[src/rtl/ncau_pkg.sv]
// Shared types and constants for the nearest-centroid accumulate block.
// No dependencies; every other file refers to this package by scoped names.
`default_nettype none

package ncau_pkg;

    localparam int SLOT_W    = 4;
    localparam int NEAREST_W = 4;
    localparam int DIST_W    = 25;
    localparam int SUM_W     = 48;
    localparam int HIT_W     = 32;
    localparam int CNT_W     = 5;

    localparam logic [CNT_W-1:0] CNT_RESET = 5'd8;

    typedef enum logic [0:0] {
        OP_LOAD     = 1'b0,
        OP_CLASSIFY = 1'b1
    } t_ncau_op;

    typedef enum logic [1:0] {
        ST_IDLE,
        ST_SEARCH,
        ST_UPDATE
    } t_ncau_state;

    // control bits that travel with a point along the cell row
    typedef struct packed {
        logic valid;
        logic best_ok;
        logic pend_ok;
    } t_ncau_flags;

    // one accumulator entry
    typedef struct packed {
        logic [SUM_W-1:0] sum_x;
        logic [SUM_W-1:0] sum_y;
        logic [HIT_W-1:0] hits;
    } t_ncau_sums;

endpackage

`default_nettype wire

[src/rtl/ncau_cell.sv]
// One cell of the centroid row: holds a centroid, computes its squared
// distance to the passing point and folds the previous cell's candidate in.
// Depends on ncau_pkg (t_ncau_flags).
`default_nettype none

module ncau_cell #(
    parameter int CELL_IDX      = 0,
    parameter int MAX_CENTROIDS = 16,
    parameter int COORD_BITS    = 12
) (
    input  wire                                  i_clk,
    input  wire                                  i_rst_n,
    input  wire                                  i_load,
    input  wire  [COORD_BITS-1:0]                i_load_x,
    input  wire  [COORD_BITS-1:0]                i_load_y,
    input  wire                                  i_active,
    input  ncau_pkg::t_ncau_flags                i_flags,
    input  wire  [COORD_BITS-1:0]                i_px,
    input  wire  [COORD_BITS-1:0]                i_py,
    input  wire  [$clog2(MAX_CENTROIDS)-1:0]     i_best_idx,
    input  wire  [2*COORD_BITS:0]                i_best_dist,
    input  wire  [$clog2(MAX_CENTROIDS)-1:0]     i_pend_idx,
    input  wire  [2*COORD_BITS:0]                i_pend_dist,
    output ncau_pkg::t_ncau_flags                o_flags,
    output logic [COORD_BITS-1:0]                o_px,
    output logic [COORD_BITS-1:0]                o_py,
    output logic [$clog2(MAX_CENTROIDS)-1:0]     o_best_idx,
    output logic [2*COORD_BITS:0]                o_best_dist,
    output logic [$clog2(MAX_CENTROIDS)-1:0]     o_pend_idx,
    output logic [2*COORD_BITS:0]                o_pend_dist
);
    localparam int IW = $clog2(MAX_CENTROIDS);
    localparam int CW = COORD_BITS;
    localparam int DW = 2 * COORD_BITS + 1;

    logic [CW-1:0]   r_cx;
    logic [CW-1:0]   r_cy;
    logic [CW-1:0]   w_dx;
    logic [CW-1:0]   w_dy;
    logic [2*CW-1:0] w_sqx;
    logic [2*CW-1:0] w_sqy;
    logic [DW-1:0]   w_dist;
    logic            w_take;

    ncau_pkg::t_ncau_flags r_flags;
    logic [CW-1:0]         r_px;
    logic [CW-1:0]         r_py;
    logic [IW-1:0]         r_best_idx;
    logic [DW-1:0]         r_best_dist;
    logic [IW-1:0]         r_pend_idx;
    logic [DW-1:0]         r_pend_dist;

    always_ff @(posedge i_clk) begin
        if (i_load) begin
            r_cx <= i_load_x;
            r_cy <= i_load_y;
        end
    end

    always_comb begin
        w_dx   = (i_px >= r_cx) ? (i_px - r_cx) : (r_cx - i_px);
        w_dy   = (i_py >= r_cy) ? (i_py - r_cy) : (r_cy - i_py);
        w_sqx  = (2*CW)'(w_dx) * (2*CW)'(w_dx);
        w_sqy  = (2*CW)'(w_dy) * (2*CW)'(w_dy);
        w_dist = DW'(w_sqx) + DW'(w_sqy);
        // strict less-than: a tie keeps the earlier, lower-index best
        w_take = i_flags.pend_ok && (!i_flags.best_ok || (i_pend_dist < i_best_dist));
    end

    always_ff @(posedge i_clk) begin
        if (!i_rst_n) begin
            r_flags <= '0;
        end else begin
            r_flags.valid   <= i_flags.valid;
            r_flags.best_ok <= i_flags.best_ok | i_flags.pend_ok;
            r_flags.pend_ok <= i_active;
        end
    end

    always_ff @(posedge i_clk) begin
        r_px        <= i_px;
        r_py        <= i_py;
        r_best_idx  <= w_take ? i_pend_idx  : i_best_idx;
        r_best_dist <= w_take ? i_pend_dist : i_best_dist;
        r_pend_idx  <= IW'(CELL_IDX);
        r_pend_dist <= w_dist;
    end

    assign o_flags     = r_flags;
    assign o_px        = r_px;
    assign o_py        = r_py;
    assign o_best_idx  = r_best_idx;
    assign o_best_dist = r_best_dist;
    assign o_pend_idx  = r_pend_idx;
    assign o_pend_dist = r_pend_dist;

endmodule

`default_nettype wire

[config.mk]
export PLATFORM = sky130hd
export DESIGN_NAME = ncau_cell
export DESIGN_NICKNAME = d
export VERILOG_FILES = /design/src/rtl/ncau_pkg.sv /design/src/rtl/ncau_cell.sv
export SDC_FILE = /design/constraint.sdc
export NUM_CORES = 1
export LEC_CHECK = 0
export BUFFER_PORTS_ARGS = -buffer_cell sky130_fd_sc_hd__buf_2
export CORE_ASPECT_RATIO = 0.5
export CORE_MARGIN = 3
export CORE_UTILIZATION = 54
export DETAILED_ROUTE_END_ITERATION = 10
export GPL_ROUTABILITY_DRIVEN = 0
export PLACE_DENSITY = 0.76
export SLEW_MARGIN = 20
export SYNTH_ARGS = -nofsm -noshare
export SYNTH_HDL_FRONTEND = slang
export SYNTH_SLANG_ARGS = --single-unit
[constraint.sdc]
create_clock -name i_clk -period 12.3 [get_ports i_clk]
set_clock_uncertainty 0.15 [all_clocks]
set_input_delay 2.46 -clock i_clk [delete_from_list [all_inputs] [get_ports i_clk]]
set_output_delay 2.46 -clock i_clk [all_outputs]
set_load 0.01 [all_outputs]
==> results by group, run 1 <==
Status
  • Status: finished, final reports clean

Synthesis
  • Post-synthesis register bit count: 105
  • Ys flop type: dfxtp_1
  • Syn Inst Count: 1437
  • Netlist cell types: 72
  • Post-synthesis async set-or-reset flop share: 0%
  • Post-synthesis sequential area ratio: 17.1%
  • Mapped Area: 0.0137 mm²
  • Post-synth EDFFs: 24
  • Avg Inst Size Synth: 9.53 µm²
  • Number of synthesis warnings: 0

Die
  • IO Count: 198
  • Initial core utilization: 55.9%
  • Die Footprint: 0.0274 mm²
  • Cell Rows: 40
  • Die Width: 231 µm
  • Die height: 119 µm
  • Std-Cell Core Area: 0.0245 mm²

Min path
  • Hold Startpoint: r_cy[0]$_DFFE_PP_
  • Hold Path Sink: o_pend_dist[0]$_DFF_P_
  • Hold depth: 3
  • Path category of the worst min-delay check: flip-flop to flip-flop

Critical path
  • CP required: 12.46 ns
  • Crit. Startpoint: i_py[0]
  • Register-to-Register Setup Slack: 2.61 ns
  • Arrival time worst endpoint: 11.68 ns
  • Crit-path max FO: 10
  • Reg2Reg Depth: 30
  • Worst Setup Path Type: input port to flip-flop
  • Slowest CP cell: fa_1
  • Worst r2r src: r_cy[0]$_DFFE_PP_
  • Startpoint Class: input port
  • Crit end category: flip-flop
  • Slowest Stage Delay on Critical Path: 0.55 ns
  • FF-to-FF End: o_pend_dist[21]$_DFF_P_

Clock network
  • Clock buffer depth: 2
  • H-Tree Depth: 3
  • Post-cts resize count: 0
  • Hold Buf Count CTS: 0
  • Root Driver: clkbuf_16
  • Setup Fix Bufs, Post-CTS: 0
  • CTS sink count: 105
  • CTS tree: built
  • CTS buffer count: 9
  • Clk_lat worst skew: 0.38 ns
  • CTS clk-pin slew, worst paths: 0.09 ns

Drt
  • DRT antenna net count: 0
  • First-pass iteration count of the detailed router: 6
  • Detailed Route Iter0 Violations: 792
  • Vias: 10300
  • Average wire per standard cell: 15.7 µm
  • WL final: 31000 µm
  • Via/cell ratio: 5.24
  • DRC: 0

STA
  • Fin Setup TNS: 0 ns
  • Final period utilization: 93.7%
  • Hold Vio Cnt, Final: 0
  • Post-layout min period: 11.52 ns
  • Worst slew pin tran: 0.792 ns
  • Unrepaired setup endpoints after global routing: no
  • Slew Limit Fails: 0
  • Max_slew headroom: 47.0%
  • Finish-stage setup viols: 0
  • Maximum clock rate: 86.8 MHz

Global route
  • GRT Total Usage: 23.7%
  • Vias in the first global route: 11100
  • First-pass GRT wire length: 51900 µm
  • Grt total ovfl: 0
  • Initial antenna violation count: 2
  • Maximum number of pins on one net before global-route repair: 30

Placement
  • Placed instance count: 1952
  • PortBufs: 193
  • Hpwl dp: 27100 µm
  • DP Area: 0.0150 mm²

Finish
  • Post-route insts no fill: 1969
  • Share of layout cells above drive strength 1: 17.8%
  • Commonest non-fill, non-tap cell in the layout: inv_1
  • Most frequent cells in the layout: inv_1 (356), fa_1 (203), buf_2 (193)
  • Area Growth Syn to Fin: 11.9%
  • Post-route cell area: 0.0153 mm²
  • Fillers: 2000
  • Final nets: 2118

Run
  • Max-cap violations: 0
==> worst max-delay path, delay by kind of cell <==
family / cells / cell delay [ns]
fa+ha+maj: 10 / 4.44
simple gates: 3 / 0.92
xor+xnor: 2 / 0.36
mux: 1 / 0.29
buf+inv: 10 / 0.99
compound gates: 8 / 2.20
==> layer usage <==
metal,share of wire (%),track usage (%)
met1,40,29.4
met2,50,40.7
met3,8.4,6.31
met4,2.1,6.65
met5,0.074,0
==> registers in the layout (all words and copies together), names as in the netlist <==
register and flops:
r_cy 12, o_best_dist 25, o_best_idx 4, o_pend_dist 25, o_py 12, o_px 12, o_flags 3, r_cx 12
==> worst max-delay path by stage <==
| stage | to | slack, ns | cells past startpoint |
|---|---|---|---|
| after floorplan | o_pend_dist[21]$_DFF_P_ | 1.66 | 33 |
| after global placement | o_pend_dist[21]$_DFF_P_ | 0.84 | 34 |
| after detailed placement | o_pend_dist[21]$_DFF_P_ | 0.55 | 34 |
| after CTS | o_pend_dist[21]$_DFF_P_ | 0.94 | 34 |
| after global routing | o_pend_dist[21]$_DFF_P_ | 0.33 | 34 |
| final | o_pend_dist[21]$_DFF_P_ | 0.78 | 34 |
==> through the flow <==
| step | worst slack, ns | utilization (%) | hold WS [ns] |
|---|---|---|---|
| floorplan | 1.66 | - | 0.795 |
| global placement | 0.840 | 61.4 | 1.01 |
| detailed placement | 0.549 | 61.4 | 1.03 |
| CTS | 0.935 | 62.6 | 1.04 |
| global route | 0.328 | 62.6 | 1.13 |
| finish | 0.778 | 62.6 | 1.06 |
==> cell families after synthesis <==
family	count (synthesis)	share of synthesized area, %
compound gates	178	8.97
xor+xnor	51	3.89
fa+ha+maj	378	45.7
buf+inv	395	11.3
flops	105	17.1
mux	45	3.71
other cells	1	0.0274
simple gates	284	9.29
==> synthesized netlist by cell type (24+ instances only) <==
library cell | count | area share, %
a21o_1 | 35 | 1.9
xnor2_1 | 27 | 1.7
inv_1 | 356 | 9.8
nand2_1 | 66 | 1.8
dfxtp_1 | 81 | 12
a21oi_1 | 41 | 1.5
mux2_2 | 29 | 2.4
edfxtp_1 | 24 | 5.3
ha_1 | 175 | 16
o21ai_0 | 27 | 0.99
nor2_1 | 132 | 3.6
nand2b_1 | 25 | 1.1
fa_1 | 203 | 30
==> layout make-up <==
cell class / instances / area, µm² / area share (%)
Multi-Input combinational cell: 940 / 9820 / 64.1
Sequential cell: 105 / 2340 / 15.3
Inverter: 364 / 1370 / 8.92
Timing Repair Buffer: 207 / 1070 / 6.99
Tap cell: 336 / 420 / 2.74
Clock buffer: 9 / 225 / 1.47
Clock inverter: 7 / 78.8 / 0.514
Antenna cell: 1 / 2.50 / 0.0163
Power of run 1 is not shown: default switching activity piles up to over one toggle a cycle in this logic, so the estimate is an artifact.
==> run 2, diff against run 1 <==
--- a/config.mk
+++ b/config.mk
@@ -5,6 +5,7 @@
 export SDC_FILE = /design/constraint.sdc
 export NUM_CORES = 1
 export LEC_CHECK = 0
+export ABC_AREA = 1
 export BUFFER_PORTS_ARGS = -buffer_cell sky130_fd_sc_hd__buf_2
 export CORE_ASPECT_RATIO = 0.5
 export CORE_MARGIN = 3
==> run 2 against run 1 <==
Area after synthesis up 5.6%. Critical endpoint is now o_pend_dist[15]$_DFF_P_. Highest routed layer unchanged. Maximum frequency grew 13%. Synthesized cell count is 26% higher. Critical path type unchanged. Critical path depth shrank 1. Largest cell class unchanged. Via count grew 14%. Worst hold slack lost 0.10 ns. Global-route usage up 1.7 points. Non-clock buffer count decreased by 13. Worst setup slack better by 1.3 ns. Sequential share of layout area down 0.60 points.
==> results by group, run 2 <==
Status
  • Status: finished, final reports clean (unchanged)

Clock network
  • CTS clk-pin slew, worst paths: 0.09 ns (about the same)
  • CTS sink count: 105 (unchanged)
  • Hold Buf Count CTS: 0 (unchanged)
  • Clk_lat worst skew: 0.38 ns (about the same)
  • CTS tree: built (unchanged)
  • Setup Fix Bufs, Post-CTS: 0 (unchanged)
  • Post-cts resize count: 0 (unchanged)
  • Clock buffer depth: 2 (unchanged)
  • H-Tree Depth: 3 (unchanged)
  • Root Driver: clkbuf_16 (unchanged)
  • CTS buffer count: 9 (unchanged)

Critical path
  • Slowest CP cell: fa_1 (unchanged)
  • Slowest Stage Delay on Critical Path: 0.56 ns (was 0.55 ns)
  • Worst Setup Path Type: input port to flip-flop (unchanged)
  • Crit end category: flip-flop (unchanged)
  • Top delay family on crit path: adder cells (unchanged)
  • Arrival time worst endpoint: 10.33 ns (was 11.68 ns)
  • Startpoint Class: input port (unchanged)
  • Crit path buf inv count: 9 (was 10)
  • Register-to-Register Setup Slack: 3.98 ns (was 2.61 ns)
  • CP required: 12.41 ns (was 12.46 ns)
  • Crit-path max FO: 12 (was 10)

STA
  • Final period utilization: 83.0% (was 93.7%)
  • Finish-stage setup viols: 0 (unchanged)
  • Post-layout min period: 10.21 ns (was 11.52 ns)
  • Max_slew headroom: 33.4% (was 47.0%)
  • Maximum clock rate: 97.9 MHz (was 86.8 MHz)
  • Unrepaired setup endpoints after global routing: no (unchanged)
  • Slew Limit Fails: 0 (unchanged)
  • Worst slew pin tran: 0.992 ns (was 0.792 ns)
  • Final setup margin: 2.09 ns (was 0.778 ns)
  • Hold Vio Cnt, Final: 0 (unchanged)
  • Fin Setup TNS: 0 ns (unchanged)

Drt
  • DRT antenna net count: 0 (unchanged)
  • WL final: 34900 µm (was 31000 µm)
  • Detailed Route Iter0 Violations: 930 (was 792)
  • First-pass iteration count of the detailed router: 6 (unchanged)
  • DRC: 0 (unchanged)
  • Vias: 11800 (was 10300)
  • Via/cell ratio: 5.07 (was 5.24)
  • Average wire per standard cell: 15.0 µm (was 15.7 µm)

Finish
  • Area Growth Syn to Fin: 10.3% (was 11.9%)
  • ANT cells: 0 (was 1)
  • Post-route insts no fill: 2329 (was 1969)
  • Final nets: 2471 (was 2118)
  • Most frequent cells in the layout: inv_1 (467), nand2_1 (347), fa_1 (203) (was inv_1 (356), fa_1 (203), buf_2 (193))
  • Commonest non-fill, non-tap cell in the layout: inv_1 (unchanged)
  • Share of layout cells above drive strength 1: 13.6% (was 17.8%)

Synthesis
  • Most frequent cell after synthesis: inv_1 (unchanged)
  • Top cells by area, synth: fa_1 (28%), ha_1 (15%), inv_1 (12%), dfxtp_1 (11%), nand2_1 (9.0%) (was fa_1 (30%), ha_1 (16%), dfxtp_1 (12%), inv_1 (9.8%), edfxtp_1 (5.3%))
  • Top cells by count, synth: inv_1 (467), nand2_1 (347), fa_1 (203) (was inv_1 (356), fa_1 (203), ha_1 (175))
  • Number of synthesis warnings: 0 (unchanged)
  • Syn Inst Count: 1805 (was 1437)
  • Post-synthesis sequential area ratio: 16.2% (was 17.1%)
  • Ys flop type: dfxtp_1 (unchanged)
  • Avg Inst Size Synth: 8.01 µm² (was 9.53 µm²)
  • Post-synth EDFFs: 24 (unchanged)
  • Post-synth top area share: 28.1% (was 29.7%)
  • Post-synthesis async set-or-reset flop share: 0% (unchanged)
  • Post-synth top area cell: fa_1 (unchanged)
  • Netlist cell types: 42 (was 72)
  • Post-synthesis register bit count: 105 (unchanged)
  • Mapped Area: 0.0145 mm² (was 0.0137 mm²)

Run
  • Max-cap violations: 0 (unchanged)

Global route
  • Initial antenna violation count: 2 (unchanged)
  • Vias in the first global route: 12000 (was 11100)
  • Maximum number of pins on one net before global-route repair: 32 (was 30)
  • Grt total ovfl: 0 (unchanged)
  • First-pass GRT wire length: 58200 µm (was 51900 µm)
  • M3 GR Usage: 5.86% (was 6.31%)
  • GR Layer Usage met2: 42.7% (was 40.7%)
  • GRT Total Usage: 25.4% (was 23.7%)
  • Met1 GRT Util: 33.4% (was 29.4%)
  • Most Crowded Layer GR: met2 (unchanged)

Die
  • Std-Cell Core Area: 0.0258 mm² (was 0.0245 mm²)
  • Die Width: 237 µm (was 231 µm)
  • Die Footprint: 0.0289 mm² (was 0.0274 mm²)
  • Cell Rows: 41 (was 40)
  • Initial core utilization: 56.2% (was 55.9%)
  • Die height: 122 µm (was 119 µm)
  • IO Count: 198 (unchanged)

Placement
  • Placed instance count: 2313 (was 1952)
  • Hpwl dp: 30000 µm (was 27100 µm)
  • Pre-CTS WS: 1.78 ns (was 0.549 ns)
  • PortBufs: 193 (unchanged)

Min path
  • Path category of the worst min-delay check: flip-flop to flip-flop (unchanged)
run 2: changes by cell type after synthesis, moves of 17 or more:
cell,delta
a21o_1,-30
a21oi_1,+20
inv_1,+111
mux2_2,-29
nand2_1,+281
nand2_2,+19
nand2b_1,-25
nand3_1,+67
xnor2_1,-17
xor2_1,+23
run 2: cell families (layout without fill, tap and decap cells):
logic type	Yosys count	count (layout)	share of synthesized area [%]
AND/OR/NAND/NOR	635	635	18.5
buffers and inverters	516	693	14.0
adder cells (fa/ha/maj)	378	378	43.2
AO/OA/AOI/OAI	121	121	4.90
flip-flops	105	105	16.2
XOR/XNOR	49	49	3.15
other	1	4	0.0259
run 2: layout make-up:
class	instances	area (µm²)
Multi-Input combinational cell	1187	10100
Fill cell	2270	9800
Sequential cell	105	2340
Inverter	483	1810
Timing Repair Buffer	194	973
Tap cell	344	430
Clock buffer	10	229
Clock inverter	6	61.3
run 2: layer usage:
metal  vias up  wire length (µm)
met2       464             16400
met5         -                32
met1      5550             14700
li1       5725                 -
met3        55              2990
met4         4               816
run 2: through the flow:
step	cell area, µm²	util [%]	hold slack [ns]
floorplan	14500	-	0.781
global placement	15700	60.8	0.933
detailed placement	15700	60.8	0.941
CTS	16000	61.9	0.948
global route	16000	61.9	1.03
finish	16000	61.9	0.951
run 2: final timing paths:
kind / from / to / depth (start not counted)
hold reg to reg: r_cx[0]$_DFFE_PP_ / o_pend_dist[2]$_DFF_P_ / 3
setup reg to reg: r_cx[0]$_DFFE_PP_ / o_pend_dist[15]$_DFF_P_ / 31
setup / recovery: i_px[0] / o_pend_dist[15]$_DFF_P_ / 33
hold / removal: r_cx[0]$_DFFE_PP_ / o_pend_dist[2]$_DFF_P_ / 3
run 2: worst register-to-register path, delay by kind of cell (launching register included):
kind                     cells  cell delay, ns
XOR/XNOR                     1            0.17
adder cells (fa/ha/maj)     10            4.62
AND/OR/NAND/NOR              9            1.21
buffers and inverters        7            0.73
AO/OA/AOI/OAI                4            0.98
flip-flops                   1            0.35
Power of run 2 is left out for the same reason.
==> run 3, diff against run 2 <==
--- a/config.mk
+++ b/config.mk
@@ -12,7 +12,7 @@
 export CORE_UTILIZATION = 54
 export DETAILED_ROUTE_END_ITERATION = 10
 export GPL_ROUTABILITY_DRIVEN = 0
-export PLACE_DENSITY = 0.76
+export PLACE_DENSITY = 0.79
 export SLEW_MARGIN = 20
 export SYNTH_ARGS = -nofsm -noshare
 export SYNTH_HDL_FRONTEND = slang
==> constraint.sdc (replaced) <==
create_clock -name i_clk -period 8.85 [get_ports i_clk]
set_clock_uncertainty 0.15 [all_clocks]
set_input_delay 1.77 -clock i_clk [delete_from_list [all_inputs] [get_ports i_clk]]
set_output_delay 1.77 -clock i_clk [all_outputs]
set_load 0.01 [all_outputs]
==> run 3 against run 2 <==
Flip-flop and latch count is the same. Critical path depth grew 4. Utilization rose by 8.0 points. Critical path type unchanged. Routed wire length is 14% higher. Worst hold slack lost 0.0030 ns. First-iteration DRC count increased by 17%. Cell count rose by 9.7%. Global-route usage is 2.2 points higher. Non-clock buffer count grew 224. Sequential share of layout area decreased by 1.7 points. Worst setup slack lost 2.1 ns. Cell area grew 13%.
==> results by group, run 3 (synthesis gave the netlist of run 2 again) <==
Drt
  • WL final: 39900 µm (was 34900 µm)
  • DRC: 0 (unchanged)
  • Via/cell ratio: 5.11 (was 5.07)
  • Vias: 13000 (was 11800)
  • DRT antenna net count: 0 (unchanged)
  • Detailed Route Iter0 Violations: 1089 (was 930)
  • Average wire per standard cell: 15.6 µm (was 15.0 µm)
  • First-pass iteration count of the detailed router: 6 (unchanged)

Finish
  • Most frequent cells in the layout: inv_1 (465), nand2_1 (336), buf_4 (220) (was inv_1 (467), nand2_1 (347), fa_1 (203))
  • Area Growth Syn to Fin: 24.5% (was 10.3%)
  • Commonest non-fill, non-tap cell in the layout: inv_1 (unchanged)
  • Post-route insts no fill: 2554 (was 2329)
  • Final nets: 2695 (was 2471)
  • Share of layout cells above drive strength 1: 25.3% (was 13.6%)

Critical path
  • Worst Setup Path Type: input port to flip-flop (unchanged)
  • Register-to-Register Setup Slack: 1.22 ns (was 3.98 ns)
  • CP required: 8.96 ns (was 12.41 ns)
  • Crit end category: flip-flop (unchanged)
  • Slowest Stage Delay on Critical Path: 0.52 ns (was 0.56 ns)
  • Arrival time worst endpoint: 8.93 ns (was 10.33 ns)
  • Crit-path max FO: 8 (was 12)
  • Slowest CP cell: fa_1 (unchanged)
  • Startpoint Class: input port (unchanged)

Global route
  • Maximum number of pins on one net before global-route repair: 32 (unchanged)
  • First-pass GRT wire length: 62900 µm (was 58200 µm)
  • Vias in the first global route: 13400 (was 12000)
  • Initial antenna violation count: 3 (was 2)
  • Grt total ovfl: 0 (unchanged)
  • GRT Total Usage: 27.6% (was 25.4%)

Status
  • Status: finished, final reports clean (unchanged)

Clock network
  • H-Tree Depth: 3 (unchanged)
  • CTS buffer count: 9 (unchanged)
  • CTS sink count: 105 (unchanged)
  • Root Driver: clkbuf_16 (unchanged)
  • Clock buffer depth: 2 (unchanged)
  • CTS tree: built (unchanged)
  • Clk_lat worst skew: 0.38 ns (about the same)
  • CTS clk-pin slew, worst paths: 0.09 ns (about the same)
  • Hold Buf Count CTS: 0 (unchanged)

Placement
  • Hpwl dp: 33100 µm (was 30000 µm)
  • Pre-CTS WS: -0.379 ns (was 1.78 ns)
  • PortBufs: 193 (unchanged)
  • Placed instance count: 2533 (was 2313)

Die
  • Std-Cell Core Area: 0.0258 mm² (unchanged)
  • Die Width: 237 µm (unchanged)
  • Die height: 122 µm (unchanged)
  • Cell Rows: 41 (unchanged)
  • Initial core utilization: 56.2% (unchanged)
  • Die Footprint: 0.0289 mm² (unchanged)
  • IO Count: 198 (unchanged)

STA
  • Fin Setup TNS: 0 ns (unchanged)
  • Maximum clock rate: 113 MHz
  • Finish-stage setup viols: 0 (unchanged)
  • Hold slack: 0.948 ns (was 0.951 ns)
  • Max_slew headroom: 31.8% (was 33.4%)
  • Final period utilization: 99.7%
  • Final setup margin: 0.0265 ns (was 2.09 ns)
  • Post-layout min period: 8.82 ns
  • Worst slew pin tran: 1.02 ns (was 0.992 ns)
  • Slew Limit Fails: 0 (unchanged)
  • Hold Vio Cnt, Final: 0 (unchanged)

Min path
  • Path category of the worst min-delay check: flip-flop to flip-flop (unchanged)

Run
  • Max-cap violations: 0 (unchanged)
## run 3: through the flow
step	util [%]	area, µm²
global route	69.9	18000
finish	69.9	18000
CTS	68.6	17700
floorplan	-	14500
global placement	67.4	17400
detailed placement	67.4	17400
## run 3: layout make-up
class	count	area, µm²
Sequential cell	105	2340
Timing Repair Buffer	418	2710
Antenna cell	1	2.50
Clock inverter	6	86.3
Clock buffer	10	229
Tap cell	344	430
Fill cell	1951	7750
Inverter	483	1810
Multi-Input combinational cell	1187	10400
## run 3: worst max-delay path, delay by kind of cell
| kind | cells | cell delay [ns] |
|---|---|---|
| buf+inv | 13 | 1.23 |
| simple gates | 14 | 1.61 |
| fa+ha+maj | 10 | 4.30 |
## run 3: per-layer routing
layer	routed length [µm]	track usage [%]
met5	24	0
met2	19800	49.0
met3	3540	7.35
met1	15300	33.0
met4	1240	9.45
## run 3: worst paths after layout
| kind | cells past startpoint | start | endpoint |
|---|---|---|---|
| hold reg to reg | 4 | r_cx[0]$_DFFE_PP_ | o_pend_dist[2]$_DFF_P_ |
| setup reg to reg | 35 | r_cx[0]$_DFFE_PP_ | o_pend_dist[24]$_DFF_P_ |
| hold / removal | 4 | r_cx[0]$_DFFE_PP_ | o_pend_dist[2]$_DFF_P_ |
| setup / recovery | 37 | i_px[0] | o_pend_dist[24]$_DFF_P_ |
## run 3: what timing repair did
item                                    CTS  global route
endpoints found under the setup margin    3            15
resized for setup                         2            75
buffers inserted                          0             4
pin swaps                                 0            21
Power of run 3 is left out for the same reason.
